<file path="src/sha1_pkg.sv">
package sha1_pkg;

  localparam int unsigned HashWords  = 5;
  localparam int unsigned BlockWords = 16;
  localparam int unsigned Rounds     = 80;
  localparam int unsigned RndW       = $clog2(Rounds);

  // Big-endian word: byte lane 3 is the first byte of the word in the stream.
  typedef logic [3:0][7:0]              word_t;
  typedef word_t [HashWords-1:0]        hash_t;
  typedef word_t [BlockWords-1:0]       block_t;

  localparam hash_t HashInit = {32'hC3D2E1F0, 32'h10325476, 32'h98BADCFE,
                                32'hEFCDAB89, 32'h67452301};

  localparam logic [31:0] K0 = 32'h5A827999;
  localparam logic [31:0] K1 = 32'h6ED9EBA1;
  localparam logic [31:0] K2 = 32'h8F1BBCDC;
  localparam logic [31:0] K3 = 32'hCA62C1D6;

  localparam logic [7:0] PadByte = 8'h80;
  // When bits 5:3 of the block position equal this value (56 or more bytes pending), a separate length block is needed.
  localparam logic [2:0] LenSpillHi = 3'b111;

  localparam logic [2:0] LastIdx = 3'd4;

  typedef enum logic [0:0] {
    OP_DATA   = 1'b0,
    OP_FINISH = 1'b1
  } op_e;

endpackage

</file>
<file path="src/sha1_in_if.sv">
interface sha1_in_if;
  logic       valid;
  logic       ready;
  logic       op;
  logic [7:0] data_byte;

  modport source (output valid, output op, output data_byte, input ready);
  modport sink (input valid, input op, input data_byte, output ready);
endinterface

</file>
<file path="src/sha1_out_if.sv">
interface sha1_out_if;
  logic        valid;
  logic        ready;
  logic [31:0] digest_word;
  logic [2:0]  word_index;
  logic        last_word;

  modport source (output valid, output digest_word, output word_index, output last_word,
                  input ready);
  modport sink (input valid, input digest_word, input word_index, input last_word,
                output ready);
endinterface

</file>
<file path="src/sha1_core.sv">
module sha1_core import sha1_pkg::*; (
  input  logic   clk_i,
  input  logic   rst_ni,
  input  logic   start_i,
  input  hash_t  h_i,
  input  block_t blk_i,
  output logic   busy_o,
  output logic   done_o,
  output hash_t  h_o
);

  logic [31:0] a_q, b_q, c_q, d_q, e_q;
  block_t      w_q;
  hash_t       hs_q, hout_q;
  logic [RndW-1:0] rnd_q;
  logic        busy_q, fin_q, done_q;

  logic [31:0] f, k, t, w0, wnew;

  always_comb begin
    w0 = w_q[0];
    if (rnd_q < RndW'(20)) begin
      f = (b_q & c_q) | (~b_q & d_q);
      k = K0;
    end else if (rnd_q < RndW'(40)) begin
      f = b_q ^ c_q ^ d_q;
      k = K1;
    end else if (rnd_q < RndW'(60)) begin
      f = (b_q & c_q) | (b_q & d_q) | (c_q & d_q);
      k = K2;
    end else begin
      f = b_q ^ c_q ^ d_q;
      k = K3;
    end
    t = {a_q[26:0], a_q[31:27]} + f + e_q + k + w0;
    wnew = w_q[13] ^ w_q[8] ^ w_q[2] ^ w_q[0];
    wnew = {wnew[30:0], wnew[31]};
  end

  always_ff @(posedge clk_i or negedge rst_ni) begin
    if (!rst_ni) begin
      busy_q <= 1'b0;
      fin_q  <= 1'b0;
      done_q <= 1'b0;
      rnd_q  <= '0;
    end else begin
      if (start_i) begin
        busy_q <= 1'b1;
        rnd_q  <= '0;
        done_q <= 1'b0;
      end else if (busy_q) begin
        if (rnd_q == RndW'(Rounds - 1)) begin
          busy_q <= 1'b0;
          fin_q  <= 1'b1;
        end
        rnd_q  <= rnd_q + RndW'(1);
        done_q <= 1'b0;
      end else begin
        fin_q  <= 1'b0;
        done_q <= fin_q;
      end
    end
  end

  // Datapath: the message schedule is a 16-word window that shifts each round.
  always_ff @(posedge clk_i) begin
    if (start_i) begin
      a_q  <= h_i[0];
      b_q  <= h_i[1];
      c_q  <= h_i[2];
      d_q  <= h_i[3];
      e_q  <= h_i[4];
      hs_q <= h_i;
      w_q  <= blk_i;
    end else if (busy_q) begin
      a_q <= t;
      b_q <= a_q;
      c_q <= {b_q[1:0], b_q[31:2]};
      d_q <= c_q;
      e_q <= d_q;
      for (int i = 0; i < BlockWords - 1; i++) begin
        w_q[i] <= w_q[i+1];
      end
      w_q[BlockWords-1] <= wnew;
    end else if (fin_q) begin
      hout_q[0] <= hs_q[0] + a_q;
      hout_q[1] <= hs_q[1] + b_q;
      hout_q[2] <= hs_q[2] + c_q;
      hout_q[3] <= hs_q[3] + d_q;
      hout_q[4] <= hs_q[4] + e_q;
    end
  end

  assign busy_o = busy_q | fin_q;
  assign done_o = done_q;
  assign h_o    = hout_q;

  a_start_idle: assert property (@(posedge clk_i) disable iff (!rst_ni)
    start_i |-> !busy_q && !fin_q)
    else $error("compression started while busy");

  a_last_round: assert property (@(posedge clk_i) disable iff (!rst_ni)
    busy_q && !start_i && rnd_q == RndW'(Rounds - 1) |=> !busy_q && fin_q)
    else $error("round count did not end the block");

  a_done_after_fin: assert property (@(posedge clk_i) disable iff (!rst_ni)
    done_q |-> $past(fin_q))
    else $error("done without final add");

endmodule

</file>
<file path="src/sha1_byte_stream_hasher.sv">
// SHA-1 hasher fed one byte per item.
//
// Input channel in_i: op = 0 appends data_byte to the message, op = 1 asks for
// the digest of the message so far. A finish leaves the message running, so
// more bytes may follow and later finishes see the longer message.
// Output channel out_o: a finish yields five items, the digest words in order,
// word_index 0 to 4, with last_word set on the fifth.
//
// Timing: an append that fills a 64-byte block starts the compression unit,
// which does one round per cycle; other appends do not hold the input, and
// after a full block the next item is taken only once its compression is
// done. A finish runs one compression, or two when 56 or more bytes of the
// current block are pending, then presents the words. The input is not
// ready while compressing or while digest words are waiting.
// If the receiver stalls, the current word holds until it is taken.
// Reset restores the initial chaining value, an empty buffer and a zero
// byte count; no item is pending after reset.
module sha1_byte_stream_hasher import sha1_pkg::*; (
  input  logic        clk_i,
  input  logic        rst_ni,
  sha1_in_if.sink     in_i,
  sha1_out_if.source  out_o
);

  typedef enum logic [6:0] {
    S_IDLE     = 7'b0000001,
    S_ABS_GO   = 7'b0000010,
    S_ABS_WAIT = 7'b0000100,
    S_FIN_GO   = 7'b0001000,
    S_FIN_WAIT = 7'b0010000,
    S_FIN_GO2  = 7'b0100000,
    S_EMIT     = 7'b1000000
  } state_e;

  state_e      state_q, state_d;
  hash_t       h_q, hf_q;
  block_t      buf_q;
  logic [63:0] cnt_q;
  logic        two_q;
  logic [2:0]  idx_q;

  logic [5:0]  pos;
  logic [63:0] bits;
  block_t      pad_blk, len_blk, core_blk;
  hash_t       core_h, core_hout;
  logic        core_start, core_busy, core_done;
  logic        in_acc, out_acc;

  assign pos     = cnt_q[5:0];
  assign bits    = {cnt_q[60:0], 3'b000};
  assign in_acc  = in_i.valid && in_i.ready;
  assign out_acc = out_o.valid && out_o.ready;

  // Bytes past the current position are still zero from the last clear.
  always_comb begin
    pad_blk = buf_q;
    pad_blk[pos[5:2]][~pos[1:0]] = PadByte;
    if (pos[5:3] != LenSpillHi) begin
      pad_blk[BlockWords-2] = bits[63:32];
      pad_blk[BlockWords-1] = bits[31:0];
    end
    len_blk = '0;
    len_blk[BlockWords-2] = bits[63:32];
    len_blk[BlockWords-1] = bits[31:0];
  end

  always_comb begin
    core_start = 1'b0;
    core_h     = h_q;
    core_blk   = buf_q;
    case (state_q)
      S_ABS_GO: begin
        core_start = 1'b1;
      end
      S_FIN_GO: begin
        core_start = 1'b1;
        core_blk   = pad_blk;
      end
      S_FIN_GO2: begin
        core_start = 1'b1;
        core_h     = hf_q;
        core_blk   = len_blk;
      end
      default: begin
      end
    endcase
  end

  sha1_core u_core (
    .clk_i   (clk_i),
    .rst_ni  (rst_ni),
    .start_i (core_start),
    .h_i     (core_h),
    .blk_i   (core_blk),
    .busy_o  (core_busy),
    .done_o  (core_done),
    .h_o     (core_hout)
  );

  always_comb begin
    state_d = state_q;
    case (state_q)
      S_IDLE: begin
        if (in_acc) begin
          if (in_i.op == OP_FINISH) begin
            state_d = S_FIN_GO;
          end else if (pos == 6'h3F) begin
            state_d = S_ABS_GO;
          end
        end
      end
      S_ABS_GO:   state_d = S_ABS_WAIT;
      S_ABS_WAIT: if (core_done) state_d = S_IDLE;
      S_FIN_GO:   state_d = S_FIN_WAIT;
      S_FIN_WAIT: begin
        if (core_done) begin
          state_d = two_q ? S_FIN_GO2 : S_EMIT;
        end
      end
      S_FIN_GO2:  state_d = S_FIN_WAIT;
      S_EMIT:     if (out_acc && idx_q == LastIdx) state_d = S_IDLE;
      default:    state_d = S_IDLE;
    endcase
  end

  always_ff @(posedge clk_i or negedge rst_ni) begin
    if (!rst_ni) begin
      state_q <= S_IDLE;
      h_q     <= HashInit;
      buf_q   <= '0;
      cnt_q   <= '0;
      two_q   <= 1'b0;
      idx_q   <= '0;
    end else begin
      state_q <= state_d;
      case (state_q)
        S_IDLE: begin
          if (in_acc && in_i.op == OP_DATA) begin
            buf_q[pos[5:2]][~pos[1:0]] <= in_i.data_byte;
            cnt_q <= cnt_q + 64'd1;
          end
        end
        S_ABS_WAIT: begin
          if (core_done) begin
            h_q   <= core_hout;
            buf_q <= '0;
          end
        end
        S_FIN_GO: begin
          two_q <= (pos[5:3] == LenSpillHi);
        end
        S_FIN_WAIT: begin
          if (core_done) begin
            two_q <= 1'b0;
            idx_q <= '0;
          end
        end
        S_EMIT: begin
          if (out_acc) idx_q <= idx_q + 3'd1;
        end
        default: begin
        end
      endcase
    end
  end

  always_ff @(posedge clk_i) begin
    if (state_q == S_FIN_WAIT && core_done) hf_q <= core_hout;
  end

  assign in_i.ready        = (state_q == S_IDLE);
  assign out_o.valid       = (state_q == S_EMIT);
  assign out_o.digest_word = hf_q[idx_q];
  assign out_o.word_index  = idx_q;
  assign out_o.last_word   = (idx_q == LastIdx);

  a_ready_core_free: assert property (@(posedge clk_i) disable iff (!rst_ni)
    in_i.ready |-> !core_busy)
    else $error("input ready while the compression unit runs");

  a_full_block_starts: assert property (@(posedge clk_i) disable iff (!rst_ni)
    in_acc && in_i.op == OP_DATA && pos == 6'h3F |=> state_q == S_ABS_GO)
    else $error("full block did not start a compression");

  a_last_word_frees: assert property (@(posedge clk_i) disable iff (!rst_ni)
    out_acc && out_o.last_word |=> in_i.ready && cnt_q == $past(cnt_q))
    else $error("block not idle after the last digest word");

endmodule
</file>
<file path="src/flat_wrapper.sv">
// flat-port wrapper written by rule: the top's interface ports become plain ports
module sha1_byte_stream_hasher_flat import sha1_pkg::*;
  (clk_i, rst_ni, in_i_valid, in_i_op, in_i_data_byte, in_i_ready, out_o_valid, out_o_digest_word, out_o_word_index, out_o_last_word, out_o_ready);
  sha1_in_if in_i_i ();
  sha1_out_if out_o_i ();
  input  logic clk_i;
  input  logic rst_ni;
  input wire logic [$bits(in_i_i.valid)-1:0] in_i_valid;
  input wire logic [$bits(in_i_i.op)-1:0] in_i_op;
  input wire logic [$bits(in_i_i.data_byte)-1:0] in_i_data_byte;
  output wire logic [$bits(in_i_i.ready)-1:0] in_i_ready;
  output wire logic [$bits(out_o_i.valid)-1:0] out_o_valid;
  output wire logic [$bits(out_o_i.digest_word)-1:0] out_o_digest_word;
  output wire logic [$bits(out_o_i.word_index)-1:0] out_o_word_index;
  output wire logic [$bits(out_o_i.last_word)-1:0] out_o_last_word;
  input wire logic [$bits(out_o_i.ready)-1:0] out_o_ready;
  assign in_i_i.valid = in_i_valid;
  assign in_i_i.op = in_i_op;
  assign in_i_i.data_byte = in_i_data_byte;
  assign in_i_ready = in_i_i.ready;
  assign out_o_valid = out_o_i.valid;
  assign out_o_digest_word = out_o_i.digest_word;
  assign out_o_word_index = out_o_i.word_index;
  assign out_o_last_word = out_o_i.last_word;
  assign out_o_i.ready = out_o_ready;
  sha1_byte_stream_hasher u_core (.clk_i(clk_i), .rst_ni(rst_ni), .in_i(in_i_i), .out_o(out_o_i));
endmodule
</file>
<file path="config.mk">
export PLATFORM = sky130hd
export DESIGN_NAME = sha1_byte_stream_hasher_flat
export DESIGN_NICKNAME = d
export VERILOG_FILES = /design/src/sha1_pkg.sv /design/src/sha1_in_if.sv /design/src/sha1_out_if.sv /design/src/sha1_core.sv /design/src/sha1_byte_stream_hasher.sv /design/src/flat_wrapper.sv
export SDC_FILE = /design/constraint.sdc
export NUM_CORES = 2
export LEC_CHECK = 0
export BUFFER_PORTS_ARGS = -buffer_cell sky130_fd_sc_hd__buf_2
export CAP_MARGIN = 25
export CORE_UTILIZATION = 45
export DETAILED_ROUTE_END_ITERATION = 8
export GPL_TIMING_DRIVEN = 0
export HOLD_SLACK_MARGIN = 0.02
export SETUP_SLACK_MARGIN = 0.4
export SYNTH_ARGS = -nofsm -noshare
export SYNTH_HDL_FRONTEND = slang
export SYNTH_SLANG_ARGS = --single-unit
</file>
<file path="constraint.sdc">
create_clock -name clk_i -period 133 [get_ports clk_i]
set_input_delay 39.9 -clock clk_i [delete_from_list [all_inputs] [get_ports clk_i]]
set_output_delay 39.9 -clock clk_i [all_outputs]
set_load 0.05 [all_outputs]
</file>
==> impl_metrics.json <==
{
  "clock-sinks": 1906,
  "io-pin-count": 51,
  "post_drt_wl_per_cell_um": 29.0,
  "cp.depth": 9,
  "clock_path_buffers": 3,
  "grt_overflow_total": 0,
  "hold_path.class": "register to register",
  "cp-start-kind": "register",
  "rsz0062_at_grt": "no",
  "synthFlopType": "edfxtp_1",
  "max_clock_freq_mhz": 22.6,
  "finClkSkew_ps": 31.9,
  "setup_ws_ps": 88830,
  "vias_per_cell": 5.98,
  "critPathMaxStageDelay_ps": 620,
  "grt_pass1_vias": 61300,
  "status": "finished clean",
  "cts_setup_buffers": 0,
  "async_flop_share_pct": 39.6,
  "rrSetupSlack_ps": 124840,
  "crit_type": "register to output port",
  "dieWidth_um": 444,
  "syn2layout_area_growth_pct": 13.2,
  "crit_path_max_fanout": 10,
  "routed_wl_um": 300000,
  "initial_core_util_pct": 45.4,
  "cp.arrival_ps": 4270,
  "synth_edf_count": 1152,
  "clkTransAtPathRegs_ps": 60,
  "root_buffer": "clkbuf_16",
  "path_delay_family": "buffers and inverters",
  "cts_buffers": 202,
  "tightest_slew_ps": 1120,
  "finalSetupTns_ps": 0,
  "ys_seq_elements": 1906,
  "syn_inst": 7312,
  "end_kind": "output port",
  "cts.repair.resized": 0,
  "yosysTopAreaCell": "edfxtp_1",
  "r2r-end": "u_core.u_core.a_q[31]",
  "h-tree-depth": 4,
  "cp_slowest_cell": "clkbuf_1",
  "drc": 0,
  "dieHeight_um": 444,
  "min_period_ps": 44170,
  "maxSlewHeadroom_pct": 25.1,
  "critPathBufInv": 6,
  "cts_tree": "built",
  "synth_area_leaders": "edfxtp_1 (39%), dfrtp_1 (19%), nand2_1 (5.5%), a22o_1 (3.9%), o21ai_0 (3.7%)",
  "drtPass1Iterations": 6,
  "final_cell_mix": "nand2_1 (1288), edfxtp_1 (1152), dfrtp_1 (673), o21ai_0 (653), a22o_1 (393)",
  "drt_iter0_drc": 6485,
  "yosysUniqueCellTypes": 85,
  "syn_area_um2": 87800,
  "nets": 7975,
  "synth_top_cell_area_share_pct": 39.4,
  "dieArea_um2": 197000,
  "num_rows": 161,
  "num_vias": 61900,
  "slew_violations": 0,
  "setup_violations": 0,
  "ys_seq_area_share_pct": 61.0,
  "io_buffers": 50,
  "fill_cells": 16800,
  "hold_buffers": 0,
  "clk_latency_ps": 870,
  "reg2reg_depth": 23,
  "crit_chain": "clkbuf_1, inv_1, and3_1, clkbuf_1, buf_8, clkbuf_1, nand2_1, o21ai_0, buf_2",
  "grt_max_degree": 118,
  "final_common_cell": "nand2_1",
  "timing.rr.start": "u_core.u_core.rnd_q[5]",
  "critPathRequiredTime_ps": 93100,
  "dp_hpwl_um": 222000,
  "antenna_left": 0,
  "drv_cap": 0,
  "place_congestion": 0.949,
  "synth_fp_nets": 7650,
  "dp_slack_ps": 89760,
  "startpoint": "u_core.out_o.word_index[1]",
  "final-hold-violation-count": 0,
  "path_common_cell": "clkbuf_1",
  "finalCritPeriodShare_pct": 33.2,
  "endpoint": "out_o_digest_word[15]",
  "grt_pass1_wl_um": 428000,
  "layout-drive-gt1-share_pct": 11.3,
  "antenna_found_initial": 4,
  "core_area_um2": 193000,
  "grt.total_usage_pct": 30.2,
  "yosysWarnings": 0,
  "synth_area_per_cell_um2": 12.0
}
## synthesized netlist by cell type (200+ instances only)
cell type and n:
edfxtp_1 1152, mux2_2 263, nor2_1 275, dfrtp_1 673, ha_1 200, a22o_1 393
nand2_1 1288, o21ai_0 653, clkbuf_1 240, inv_1 358, a21oi_1 345, xnor2_1 233
## sequential cells by signal, summed over array words and instances, names as in the netlist, 3 cells and up
signal / flops
u_core.hf_q: 160
u_core.cnt_q: 61
u_core.out_o.word_index: 3
u_core.u_core.rnd_q: 7
u_core.u_core.w_q: 480
u_core.state_q: 7
u_core.u_core.h_o: 160
u_core.u_core.w0: 32
u_core.u_core.hs_q: 160
u_core.h_q: 160
u_core.buf_q: 512
u_core.u_core.e_q: 32
u_core.u_core.a_q: 32
u_core.u_core.b_q: 32
u_core.u_core.c_q: 32
u_core.u_core.d_q: 32
## kinds of logic after synthesis
group,synth area share (%)
buf+inv,2.84
mux,4.62
xor+xnor,3.23
flops,61.0
simple gates,9.22
compound gates,13.4
fa+ha+maj,5.70
## metal layers
layer,GRT usage (%),up-vias,part of all wire (%),wire [um]
li1,-,27000,-,-
met1,37.7,31500,38,115000
met2,49.6,2676,47,143000
met3,4.94,729,7.3,21900
met4,18.0,4,6.8,20500
met5,0,-,0.0090,27
## worst register-to-register path: stages, from the launching register on
cell and delay, ps:
dfrtp_1 320, clkbuf_1 300, o21ai_0 160, or3_1 330, clkbuf_1 430, nand2_1 560
clkinv_1 500, a221oi_1 670, fa_1 580, fa_1 540, fa_1 400, inv_1 70
ha_1 190, inv_1 70, fa_1 460, nor2b_1 180, o31a_1 230, o221ai_1 230
nand3_1 240, a21oi_1 220, a311oi_1 630, a311oi_1 230, xnor2_1 250, a21oi_1 90
## cell type report
| class | count | area, um^2 | area share, % |
|---|---|---|---|
| Sequential cell | 1906 | 53600 | 53.9 |
| Multi-Input combinational cell | 4755 | 31800 | 32.0 |
| Clock buffer | 314 | 5960 | 6.00 |
| Tap cell | 2526 | 3160 | 3.18 |
| Timing Repair Buffer | 121 | 1630 | 1.64 |
| Inverter | 361 | 1360 | 1.37 |
| Buffer | 290 | 1160 | 1.16 |
| Clock inverter | 70 | 748 | 0.753 |
| Antenna cell | 3 | 7.51 | 0.00756 |
## per-stage QoR
stage,cells,instance area (um^2),util [%],hold WS [ps]
after detailed placement,9955,92600,47.9,430
final,10300,99400,51.4,435
after global placement,9888,91200,47.2,424
after global routing,10300,99400,51.4,439
after floorplan,7312,87800,-,422
after CTS,10300,99300,51.4,432
## how the worst min path moves through the flow
| stage | slack, ps | end | cells after the start | from |
|---|---|---|---|---|
| finish | 440 | u_core.hf_q[33] | 0 | u_core.u_core.h_o[33] |
| global route | 440 | u_core.hf_q[35] | 0 | u_core.u_core.h_o[35] |
| CTS | 430 | u_core.hf_q[54] | 0 | u_core.u_core.h_o[54] |
| detailed placement | 430 | u_core.hf_q[153] | 0 | u_core.u_core.h_o[153] |
| global placement | 420 | u_core.hf_q[73] | 0 | u_core.u_core.h_o[73] |
| floorplan | 420 | u_core.hf_q[0] | 0 | u_core.u_core.h_o[0] |
Power is left out: the tool's default activity adds up to more than one toggle a clock period on the data nets, which glitch-free logic cannot reach.
